==> config.mk <==
export PLATFORM = sky130hd
export DESIGN_NAME = ptsp_div
export DESIGN_NICKNAME = d
export VERILOG_FILES = /design/src/rtl/ptsp_div.sv
export SDC_FILE = /design/constraint.sdc
export NUM_CORES = 1
export LEC_CHECK = 0
export ABC_AREA = 1
export BUFFER_PORTS_ARGS = -buffer_cell sky130_fd_sc_hd__buf_2
export CORE_MARGIN = 2
export CORE_UTILIZATION = 48
export CTS_CLUSTER_SIZE = 12
export DETAILED_ROUTE_END_ITERATION = 6
export GPL_TIMING_DRIVEN = 0
export MAX_ROUTING_LAYER = met4
export PLACE_DENSITY = 0.83
export SLEW_MARGIN = 0
export SYNTH_ARGS = -nofsm -noshare
export SYNTH_HDL_FRONTEND = slang
export SYNTH_SLANG_ARGS = --single-unit
==> constraint.sdc <==
create_clock -name clk -period 4 [get_ports clk]
set_input_delay 0.8 -clock clk [delete_from_list [all_inputs] [get_ports clk]]
set_output_delay 0.8 -clock clk [all_outputs]
set_load 0.005 [all_outputs]
==> src/rtl/ptsp_div.sv <==
// Iterative restoring divider, one quotient bit per cycle, shared by all divisions.
`default_nettype none

module ptsp_div #(
	parameter int N_W = 26,
	parameter int D_W = 10
) (
	input  wire logic           clk,
	input  wire logic           arst_n,
	input  wire logic           start,
	input  wire logic [N_W-1:0] dividend,
	input  wire logic [D_W-1:0] divisor,
	output logic                done,
	output logic [N_W-1:0]      quotient,
	output logic [D_W-1:0]      remainder
);

	localparam int CNT_W = $clog2(N_W + 1);

	logic             run_q;
	logic             done_q;
	logic [CNT_W-1:0] cnt_q;
	logic [N_W-1:0]   quo_q;
	logic [D_W-1:0]   rem_q;
	logic [D_W-1:0]   dsr_q;
	logic [D_W:0]     trial;
	logic [D_W:0]     diff;
	logic             ge;

	assign trial = {rem_q, quo_q[N_W-1]};
	assign diff  = trial - {1'b0, dsr_q};
	assign ge    = trial >= {1'b0, dsr_q};

	always_ff @(posedge clk or negedge arst_n) begin
		if (!arst_n) begin
			run_q  <= 1'b0;
			done_q <= 1'b0;
			cnt_q  <= '0;
		end else begin
			done_q <= 1'b0;
			if (start) begin
				run_q <= 1'b1;
				cnt_q <= CNT_W'(N_W);
			end else if (run_q) begin
				cnt_q <= cnt_q - 1'b1;
				if (cnt_q == CNT_W'(1)) begin
					run_q  <= 1'b0;
					done_q <= 1'b1;
				end
			end
		end
	end

	always_ff @(posedge clk) begin
		if (start) begin
			quo_q <= dividend;
			rem_q <= '0;
			dsr_q <= divisor;
		end else if (run_q) begin
			quo_q <= {quo_q[N_W-2:0], ge};
			rem_q <= ge ? diff[D_W-1:0] : trial[D_W-1:0];
		end
	end

	assign done      = done_q;
	assign quotient  = quo_q;
	assign remainder = rem_q;

endmodule

`default_nettype wire

; ---- Word level (Yosys, flattened, before mapping)
; Cells that the tools add are included.
[word_totals]
reg_bits = 53
in_bits = 39
output_inout_bits = 37
elab_cells = 22
[op_classes]
n_addsub = 2
order_cmp = 1
n_eq_ne = 1
muxes = 11
reduce_logical = 1
[op_table]
columns = cell, count
row1 = 26-bit 2-to-1 mux, 2
row2 = 11-bit by 10-bit >= comparator with 1-bit output, 1
row3 = 10-bit 2-to-1 mux, 1
row4 = 5-bit 2-to-1 mux, 2
row5 = 10-bit subtractor, 1
row6 = 1-bit 2-to-1 mux, 6
row7 = 5-bit by 1-bit equality test with 1-bit output (second input constant), 1
row8 = 5-bit by 1-bit subtractor with 5-bit output (second input constant), 1
row9 = 2-bit nonzero test, 1

; ---- Longest topological paths before layout
; Gate-level depths: netlist (run 1).
[logic_depth]
ltp_word = 4
ltp_mapped = 13
depth_no_buf = 13

; ---- Least setup slack after synthesis (run 1)
; OpenSTA, ideal clock, no wires.
[synth_timing]
kind = in2reg
startpoint = in start
endpoint = reg quo_q[0], in the netlist quotient[0] (enable)
setup_ns = 0.385
t_arrival_ns = 1.812
required_ns = 3.615
path_slack_ns = 1.803
path_stages = 3
n_path_buf = 1
cell_sequence = clkbuf_1 nor2_2 inv_1
[synth_between]
elab_chain_cells = 1
[synth_rtl]
columns = element, line
row1 = start: declaration, 10  ; input wire logic start,
row2 = 2-bit nonzero test (no line), --
row3 = end signal: assignment, 56  ; quo_q <= dividend;
row4 = end signal: assignment, 60  ; quo_q <= {quo_q[N_W-2:0], ge};
row5 = end: declaration, 23  ; logic [N_W-1:0] quo_q;
; Every way passes these cells.
; A chain may end at the register's enable or synchronous reset.

; ---- Worst setup path after layout (run 1)
[layout_timing]
startpoint = in start
endpoint = reg quo_q[17], in the netlist quotient[17] (enable)
; Same word-level chain as after synthesis.

==> impl_metrics.env, run 1 <==
export IMPL_outcome="finished clean"
export IMPL_numCtsBuffers=5
export IMPL_rrSetupSlack_ns=2.07
export IMPL_ioPinCount=76
export IMPL_firstDrtPassIters=4
export IMPL_p_clk_share_pct=19.0
export IMPL_powerDensity_nw_per_um2=564
export IMPL_leakage_nw=1.83
export IMPL_die_area_sq_um=6520
export IMPL_setup_tns_final_ns=0
export IMPL_drt_total_wl_mm=6.08
export IMPL_r2r_start="run_q"
export IMPL_cap_viol_max_count=0
export IMPL_ir_drop_mv=0.258
export IMPL_overflow=0
export IMPL_reg2reg_depth=3
export IMPL_worst_clock_skew_ns=0.00373
export IMPL_postCtsSetupBuffers=0
export IMPL_tritoncts="built"
export IMPL_cts_sinks=53
export IMPL_hold_viol_final=0
export IMPL_grt_use_met1_pct=26.8
export IMPL_postSynthRegisterBits=53
export IMPL_grt_usage_pct=20.8
export IMPL_finalSetupViolCount=0
export IMPL_grt_pass1_wl_mm=10.2
export IMPL_viasPerCell=4.96
export IMPL_use_met3_pct=4.78
export IMPL_yosysTopAreaCellShare_pct=38.2
export IMPL_power_total_w=0.00192
export IMPL_grt_busiest_layer="met2"
export IMPL_die_y_microns=80.8
export IMPL_area_growth_pct=20.4
export IMPL_worstHoldPathType="in -> async"
export IMPL_maxSlewHeadroom_pct=22.2
export IMPL_worstPathRequired_ns=3.93
export IMPL_grt_max_degree=32
export IMPL_drt_iter0_markers=140
export IMPL_syn_num_nets=388
export IMPL_ys_warn_count=0
export IMPL_dpl_hpwl_mm=4.51
export IMPL_start_util_pct=50.4
export IMPL_synth_largest_area_cell="edfxtp_1"
export IMPL_switching_share_pct=37.3
export IMPL_num_rows=27
export IMPL_ys_types=29
export IMPL_io_buffers=75
export IMPL_hold_buffers=0
export IMPL_pwr_share_seq_pct=39.0
export IMPL_ys_seq_area_share_pct=51.5
export IMPL_drive_gt1_share_pct=24.1
export IMPL_synthCells=336
export IMPL_rsz0062_at_grt="no"
export IMPL_die_x_microns=80.8
export IMPL_ctsHtreeMaxLevel=2
export IMPL_clk_pin_slew_ns=0.10
export IMPL_fin_crit_ns=2.70
export IMPL_p_int_w=0.00120
export IMPL_ant_nets=0
export IMPL_max_stage_delay_ns=0.89
export IMPL_crit_chain="buf_2 -> clkbuf_1 -> nor2_2 -> inv_1"
export IMPL_fmax_mhz=371
export IMPL_routedWlPerCell_microns=12.4
export IMPL_cp_max_fo=31
export IMPL_cp_start_kind="primary input"
export IMPL_gp_congestion=0.876
export IMPL_endpoint_kind="flip-flop"
export IMPL_syn_avg_cell_area_sq_um=8.42
export IMPL_antennaDiodeCount=0
export IMPL_finalMaxSlewViolations=0
export IMPL_grt_pass1_vias=2268
export IMPL_drc=0
export IMPL_coreArea_sq_um=5610
export IMPL_slowest_stage="inv_1"
export IMPL_cts_resized=0
export IMPL_reg2reg_to="cnt_q[0]"
export IMPL_vias=2434
export IMPL_fin_crit_sh_pct=67.4
export IMPL_worst_slew_pin_slew_ns=1.17
export IMPL_p_sw_w=0.000716
export IMPL_nets=470
export IMPL_cts_root_buf="clkbuf_8"
export IMPL_pwr_share_comb_pct=42.0
export IMPL_clk_latency_ns=0.31
export IMPL_syn_area_sq_um=2830
export IMPL_clk_path_buf_depth=2
export IMPL_antenna_found_initial=0
export IMPL_grt_use_met2_pct=33.3
export IMPL_synth_area_leaders="edfxtp_1, nand2_1, dfxtp_1, dfrtp_1, inv_1"
export IMPL_crit_type="in -> reg"
export IMPL_arrival_ns=2.63
==> Yosys cell counts <==
cell type  number
ha_1           12
inv_1          43
clkbuf_8        1
nand3b_1        6
nor3_1          1
o21ai_0         4
o21ai_2         1
nand2_2         4
o21ai_1         4
a21oi_2         1
nand4_1         3
a21oi_1         7
or2_1           1
a31oi_1         1
nor2_2          5
a22oi_1         1
xor2_1          1
xnor2_1         2
nor2_1         11
fa_1            1
buf_6           2
dfxtp_1        10
nand3_1        19
nand2_4         1
edfxtp_1       36
nand2_1       141
nand3_2         4
dfrtp_1         7
clkbuf_1        6
==> worst max-delay path, delay by kind of cell <==
family / cells / cell delay, ns
buf+inv: 3 / 1.62
simple gates: 1 / 0.19
==> kinds of logic after synthesis <==
logic type | Yosys count | synth area share, %
and+or+nand+nor | 196 | 30.0
DFF | 53 | 51.5
AOI/OAI and AO/OA | 19 | 3.76
buffers and inverters | 52 | 7.79
adders and majority gates | 13 | 6.02
xor gates and xnor gates | 3 | 0.929
==> power by group through the flow <==
stage | clock network, W | registers, W | logic [W]
finish | 0.000364 | 0.000749 | 0.000806
global route | 0.000394 | 0.000761 | 0.000921
CTS | 0.000370 | 0.000750 | 0.000801
detailed placement | 0 | 0.000761 | 0.000798
global placement | 0 | 0.000756 | 0.000775
floorplan | 0 | 0.000755 | 0.000581
==> cell type report <==
class | count | area (sq um)
buffer | 9 | 58.8
clock inverter | 3 | 41.3
tap | 72 | 90.1
timing repair buffer | 75 | 375
inverter | 43 | 161
clock buffer | 5 | 68.8
multi-input combinational | 231 | 1150
sequential | 53 | 1460
fill | 511 | 2200
==> per-stage QoR <==
step / setup slack [ns] / hold slack, ns / instance area (sq um) / cells / utilization, %
2_1_floorplan: 1.80 / 0.457 / 2830 / 336 / -
3_3_place_gp: 0.958 / 0.471 / 3290 / 483 / 58.7
3_5_place_dp: 0.914 / 0.485 / 3290 / 483 / 58.7
4_1_cts: 1.25 / 0.302 / 3400 / 491 / 60.7
5_1_grt: 1.09 / 0.307 / 3400 / 491 / 60.7
6_report: 1.30 / 0.306 / 3400 / 491 / 60.7
==> metal layers <==
layer,vias to the layer above,wire length [microns]
li1,1229,-
met4,0,89
met3,9,377
met2,78,2840
met5,-,0
met1,1118,2770
==> flip-flops by register name (all words and copies together) (netlist names) <==
signal,flops
run_q,1
quotient,26
dsr_q,10
remainder,10
cnt_q,5
done,1
==> cells in the final DEF (no fill, tap or decap), drive strengths merged, types with 6 or more instances in the layout <==
cell type,count
buf,77
nand3,23
clkbuf,12
ha,12
dfrtp,7
edfxtp,36
nand2,146
nor2,16
o21ai,9
nand3b,6
a21oi,8
inv,43
dfxtp,10
==> worst max-delay path by stage <==
stage	startpoint	to	slack, ns	cells past startpoint
after floorplan	start	quotient[0]	1.80	3
after global placement	start	quotient[18]	0.96	4
after detailed placement	start	cnt_q[0]	0.91	5
after CTS	start	cnt_q[0]	1.25	5
after global routing	start	cnt_q[0]	1.09	5
final	start	quotient[17]	1.30	4
(Power assumes the default switching activity.)
==> run 2: changes to the inputs <==
--- a/config.mk
+++ b/config.mk
@@ -5,15 +5,15 @@
 export SDC_FILE = /design/constraint.sdc
 export NUM_CORES = 1
 export LEC_CHECK = 0
-export ABC_AREA = 1
+export ABC_AREA = 0
 export BUFFER_PORTS_ARGS = -buffer_cell sky130_fd_sc_hd__buf_2
 export CORE_MARGIN = 2
-export CORE_UTILIZATION = 48
+export CORE_UTILIZATION = 47
 export CTS_CLUSTER_SIZE = 12
 export DETAILED_ROUTE_END_ITERATION = 6
 export GPL_TIMING_DRIVEN = 0
 export MAX_ROUTING_LAYER = met4
-export PLACE_DENSITY = 0.83
+export PLACE_DENSITY = 0.85
 export SLEW_MARGIN = 0
 export SYNTH_ARGS = -nofsm -noshare
 export SYNTH_HDL_FRONTEND = slang
==> constraint.sdc (replaced) <==
create_clock -name clk -period 2.4 [get_ports clk]
set_input_delay 0.48 -clock clk [delete_from_list [all_inputs] [get_ports clk]]
set_output_delay 0.48 -clock clk [all_outputs]
set_load 0.005 [all_outputs]
==> run 2 against run 1 <==
  * Power up 47%
  * Non-clock buffer count rose by 5
  * Final cell count fell by 20%
  * Critical endpoint is now quotient[0]
  * Largest power group is now registers
==> impl_metrics.env, run 2 <==
export IMPL_synth_xor_area_share_pct=2.52
export IMPL_synthSimpleGateAreaFrac_pct=11.1
export IMPL_reg2reg_to="quotient[0]"
export IMPL_setup_tns_final_ns=0
export IMPL_final_common_cell="buf_2"
export IMPL_leakage_nw=1.45
export IMPL_ant_nets=0
export IMPL_tritoncts="built"
export IMPL_worst_slew_pin_slew_ns=0.986
export IMPL_synthFlopType="edfxtp_1"
export IMPL_cp_max_fo=9
export IMPL_finalMaxSlewViolations=0
export IMPL_dp_cells=382
export IMPL_die_x_microns=81.0
export IMPL_io_buffers=75
export IMPL_die_area_sq_um=6560
export IMPL_die_y_microns=81.0
export IMPL_whs_path_depth=1
export IMPL_drt_total_wl_mm=5.68
export IMPL_dpl_hpwl_mm=4.22
export IMPL_min_to="dsr_q[9]"
export IMPL_pre_cts_ws_ns=0.0601
export IMPL_vias=2130
export IMPL_worstHoldPathType="in -> reg"
export IMPL_clk_path_buf_depth=2
export IMPL_coreArea_sq_um=5820
export IMPL_antenna_found_initial=0
export IMPL_drc=0
export IMPL_synthCells=232
export IMPL_arrival_ns=2.28
export IMPL_synth_common_cells="edfxtp_1, mux2_2, nor2_1, inv_1, ha_1"
export IMPL_syn_num_nets=284
export IMPL_outcome="finished clean"
export IMPL_rrSetupSlack_ns=0.19
export IMPL_yosysMostFrequentCell="edfxtp_1"
export IMPL_postSynthRegisterBits=53
export IMPL_yosysTopAreaCellShare_pct=38.8
export IMPL_ys_warn_count=0
export IMPL_final_cell_mix="buf_2, edfxtp_1, mux2_2"
export IMPL_ir_drop_mv=0.406
export IMPL_powerDensity_nw_per_um2=840
export IMPL_syn_area_sq_um=2790
export IMPL_grt_max_degree=27
export IMPL_drive_gt1_share_pct=39.7
export IMPL_largest_reg_flops=26
export IMPL_synth_edff_count=36
export IMPL_endpoint_kind="flip-flop"
export IMPL_cap_viol_max_count=0
export IMPL_hold_viol_final=0
export IMPL_firstDrtPassIters=4
export IMPL_finalSetupViolCount=0
export IMPL_drt_iter0_markers=113
export IMPL_synth_largest_area_cell="edfxtp_1"
export IMPL_cts_sinks=53
export IMPL_fin_area_sq_um=3370
export IMPL_synth_compound_area_share_pct=12.9
export IMPL_ioPinCount=76
export IMPL_crit_type="reg -> reg"
export IMPL_ctsHtreeMaxLevel=2
export IMPL_area_growth_pct=20.9
export IMPL_clk_pin_slew_ns=0.10
export IMPL_dpl_cell_area_sq_um=3250
export IMPL_overflow=0
export IMPL_fin_crit_ns=2.21
export IMPL_antennaDiodeCount=0
export IMPL_cts_root_buf="clkbuf_8"
export IMPL_power_total_w=0.00283
export IMPL_gp_congestion=0.879
export IMPL_synth_area_leaders="edfxtp_1, mux2_2, dfxtp_1, dfrtp_1, ha_1"
export IMPL_synth_fa_ha_area_share_pct=6.11
export IMPL_fin_crit_sh_pct=92.1
export IMPL_cp_start_kind="flip-flop"
export IMPL_r2r_start="remainder[0]"
export IMPL_worst_slack_ns=0.189
export IMPL_grt_pass1_wl_mm=8.96
export IMPL_reg2reg_depth=7
export IMPL_maxSlewHeadroom_pct=34.2
export IMPL_rsz0062_at_grt="no"
export IMPL_numCtsBuffers=5
export IMPL_fmax_mhz=452
export IMPL_grt_pass1_vias=1969
export IMPL_worst_clock_skew_ns=0.0121
export IMPL_worstHoldStart="divisor[9]"
export IMPL_num_rows=28
export IMPL_syn_avg_cell_area_sq_um=12.0
export IMPL_worstPathRequired_ns=2.47
export IMPL_clk_latency_ns=0.31
export IMPL_ys_async_sr_fraction_pct=13.2
export IMPL_fill_cells=520
export IMPL_instances_no_fill=392
export IMPL_synth_top_family_by_area="compound AO/OA/AOI/OAI gates"
export IMPL_ys_seq_area_share_pct=52.3
export IMPL_routedWlPerCell_microns=14.5
export IMPL_nets=368
export IMPL_viasPerCell=5.43
export IMPL_synth_mux_area_share_pct=10.5
export IMPL_start_util_pct=47.9
export IMPL_grt_usage_pct=18.5
export IMPL_ys_types=53
run 2: changes by cell type after synthesis, sizes merged, moves of 3 or more:
cell / change
nand3b: -4
nor2: +4
o311a: +3
nand3: -20
nor4: +5
nand2: -138
mux2: +26
inv: -27
nand2b: +5
o211ai: +5
xnor2: +4
buf: +4
run 2: what timing repair did:
| item | in CTS | in global routing |
|---|---|---|
| endpoints found under the hold margin | 7 | 0 |
| resized for setup | 0 | 2 |
| buffers inserted | 0 | 1 |
| hold buffers | 1 | 0 |
| endpoints found under the setup margin | 0 | 1 |
run 2: per-stage QoR:
| step | hold slack, ns | util, % |
|---|---|---|
| CTS | 0.335 | 57.6 |
| finish | 0.337 | 57.9 |
| detailed placement | 0.323 | 56.0 |
| floorplan | 0.184 | - |
| global placement | 0.321 | 56.0 |
| global route | 0.332 | 57.9 |
run 2: layout make-up:
type                            count  area, sq um  area share [%]
Sequential cell                    53         1460            43.3
Multi-Input combinational cell    150         1210            36.0
Timing Repair Buffer               77          393            11.7
Tap cell                           75         93.8            2.79
Clock buffer                        6         72.6            2.16
Inverter                           17         63.8            1.90
Buffer                             12         61.3            1.82
Clock inverter                      2         15.0           0.446
run 2: power by group:
group	total, W	leakage, nW	switching, W	internal (W)
registers	0.00124	0.534	0.000115	0.00113
clock network	0.000500	0.0374	0.000294	0.000206
logic	0.00108	0.881	0.000559	0.000525
total	0.00283	1.45	0.000968	0.00186
run 2: worst max-delay path by stage:
stage / start / end / slack, ns / cells after the start
6_report: remainder[0] / quotient[0] / 0.19 / 7
5_1_grt: quotient[25] / remainder[8] / 0.06 / 9
4_1_cts: quotient[25] / remainder[8] / 0.02 / 9
3_5_place_dp: quotient[25] / remainder[8] / 0.06 / 9
3_3_place_gp: start / quotient[8] / 0.11 / 4
2_1_floorplan: quotient[25] / remainder[8] / 0.29 / 9
run 2: critical path, cell delays in order (launching register included):
cell and delay (ns):
dfxtp_1 0.45, ha_1 0.29, nor2b_2 0.17, o2111ai_2 0.26, a2111oi_4 0.13, or2_1 0.24
buf_4 0.17, mux2_2 0.26
run 2: cell families after synthesis:
kind of cell,after synthesis
AOI/OAI and AO/OA,44
xor gates and xnor gates,8
adders and majority gates,13
buffers and inverters,29
DFF,53
muxes,26
and+or+nand+nor,59
run 2: per-layer routing:
metal / GRT usage [%] / part of all wire [%]
met1: 24.3 / 45
met2: 29.5 / 48
met3: 2.56 / 4.6
met4: 6.61 / 3.1
met5: - / 0
==> run 3: changes to the inputs <==
--- a/config.mk
+++ b/config.mk
@@ -13,7 +13,7 @@
 export DETAILED_ROUTE_END_ITERATION = 6
 export GPL_TIMING_DRIVEN = 0
 export MAX_ROUTING_LAYER = met4
-export PLACE_DENSITY = 0.85
+export PLACE_DENSITY = 0.76
 export SLEW_MARGIN = 0
 export SYNTH_ARGS = -nofsm -noshare
 export SYNTH_HDL_FRONTEND = slang
==> run 3 against run 2 <==
  * Via count about the same
  * Cell area grew 0.97%
  * Final cell count did not move
  * Core utilization increased by 0.56 points
  * Critical path type unchanged
  * Register-to-register slack got worse by 0.07 ns
  * Largest cell class unchanged
  * Critical endpoint is now remainder[8]
  * Highest routed layer unchanged
==> impl_metrics.env, run 3 (synthesized netlist as in run 2, its figures left out) <==
export IMPL_outcome="finished clean"
export IMPL_ir_drop_mv=0.362
export IMPL_io_buffers=75
export IMPL_final_cell_mix="buf_2, edfxtp_1, mux2_2"
export IMPL_arrival_ns=2.50
export IMPL_die_y_microns=81.0
export IMPL_dp_cells=382
export IMPL_firstDrtPassIters=4
export IMPL_switching_share_pct=34.0
export IMPL_gp_congestion=0.879
export IMPL_worstPathRequired_ns=2.61
export IMPL_antennaDiodeCount=0
export IMPL_cp_max_fo=3
export IMPL_power_total_w=0.00298
export IMPL_start_util_pct=47.9
export IMPL_clk_pin_slew_ns=0.11
export IMPL_area_growth_pct=22.1
export IMPL_fin_area_sq_um=3400
export IMPL_antenna_found_initial=0
export IMPL_fmax_mhz=438
export IMPL_crit_family="compound AO/OA/AOI/OAI gates"
export IMPL_clk_path_buf_depth=2
export IMPL_numCtsBuffers=5
export IMPL_worst_path_most_repeated_cell="inv_1"
export IMPL_dpl_cell_area_sq_um=3250
export IMPL_tritoncts="built"
export IMPL_worstHoldPathType="in -> reg"
export IMPL_path_buf_inv=2
export IMPL_ioPinCount=76
export IMPL_instances_no_fill=392
export IMPL_powerDensity_nw_per_um2=875
export IMPL_drc=0
export IMPL_worst_clock_skew_ns=0.00638
export IMPL_crit_chain="inv_1 -> ha_1 -> inv_1 -> fa_1 -> a211oi_2 -> o211ai_1 -> a31oi_1 -> o22ai_1 -> a32o_1"
export IMPL_ctsHtreeMaxLevel=2
export IMPL_dpl_hpwl_mm=4.30
export IMPL_maxSlewHeadroom_pct=33.6
export IMPL_die_area_sq_um=6560
export IMPL_viasPerCell=5.43
export IMPL_overflow=0
export IMPL_pwr_share_seq_pct=41.9
export IMPL_grt_pass1_wl_mm=9.41
export IMPL_grt_usage_pct=19.5
export IMPL_coreArea_sq_um=5820
export IMPL_cp_start_kind="flip-flop"
export IMPL_grt_max_degree=27
export IMPL_fin_crit_ns=2.28
export IMPL_finalSetupViolCount=0
export IMPL_fin_util_pct=58.5
export IMPL_p_clk_share_pct=21.6
export IMPL_worst_slew_pin_slew_ns=0.995
export IMPL_nets=368
export IMPL_max_stage_delay_ns=0.45
export IMPL_grt_pass1_vias=2017
export IMPL_final_common_cell="buf_2"
export IMPL_timing_hold_ws_ns=0.336
export IMPL_endpoint_kind="flip-flop"
export IMPL_fin_crit_sh_pct=95.1
export IMPL_finalMaxSlewViolations=0
export IMPL_clk_latency_ns=0.32
export IMPL_slowest_stage="fa_1"
export IMPL_hold_viol_final=0
export IMPL_cap_viol_max_count=0
export IMPL_num_rows=28
export IMPL_pwr_share_comb_pct=36.5
export IMPL_drive_gt1_share_pct=40.1
export IMPL_leakage_nw=1.48
export IMPL_routedWlPerCell_microns=15.2
export IMPL_ant_nets=0
export IMPL_drt_iter0_markers=118
export IMPL_die_x_microns=81.0
export IMPL_drt_total_wl_mm=5.97
export IMPL_crit_type="reg -> reg"
export IMPL_largest_reg_flops=26
export IMPL_p_int_w=0.00197
export IMPL_p_sw_w=0.00101
export IMPL_cts_root_buf="clkbuf_8"
export IMPL_cts_sinks=53
export IMPL_vias=2129
-- run 3: stage by stage --
| stage | setup TNS (ns) | setup slack (ns) |
|---|---|---|
| final | 0 | 0.117 |
| after global routing | -0.00218 | -0.00218 |
| after CTS | 0 | 0.0695 |
| after detailed placement | 0 | 0.0801 |
| after global placement | 0 | 0.0922 |
| after floorplan | 0 | 0.294 |
-- run 3: timing repair --
action,4_1_cts,5_1_grt
hold endpoints to repair,7,0
buffers inserted,0,1
hold buffers,1,0
resized for setup,0,2
setup endpoints to repair,0,2
-- run 3: power groups by stage --
stage               Clock [W]  Sequential [W]  Combinational [W]
floorplan                   0         0.00125           0.000742
global placement            0         0.00126            0.00103
detailed placement          0         0.00127            0.00105
CTS                  0.000657         0.00125            0.00106
global route         0.000687         0.00127            0.00120
finish               0.000644         0.00125            0.00109
-- run 3: final timing paths --
kind | startpoint | end | slack (ns) | depth (start not counted)
worst min-delay path | divisor[9] | dsr_q[9] | 0.34 | 1
worst min register to register | remainder[7] | remainder[7] | 0.53 | 2
worst max-delay path | quotient[25] | remainder[8] | 0.12 | 9
min in group asynchronous | arst_n | cnt_q[4] | 0.52 | 2
max in group asynchronous | arst_n | cnt_q[1] | 1.72 | 2
worst max register to register | quotient[25] | remainder[8] | 0.12 | 9
-- run 3: per-layer routing --
layer  track usage [%]  routed length, microns
met2              30.6                    2880
met1              24.8                    2610
met4              7.29                     140
met5                 -                       0
met3              4.22                     337
-- run 3: final cells by class --
cell class,count,area [sq um]
Buffer,12,61.3
Clock buffer,5,68.8
Clock inverter,3,50.0
Fill cell,523,2420
Inverter,17,63.8
Multi-Input combinational cell,150,1210
Sequential cell,53,1460
Tap cell,75,93.8
Timing Repair Buffer,77,393
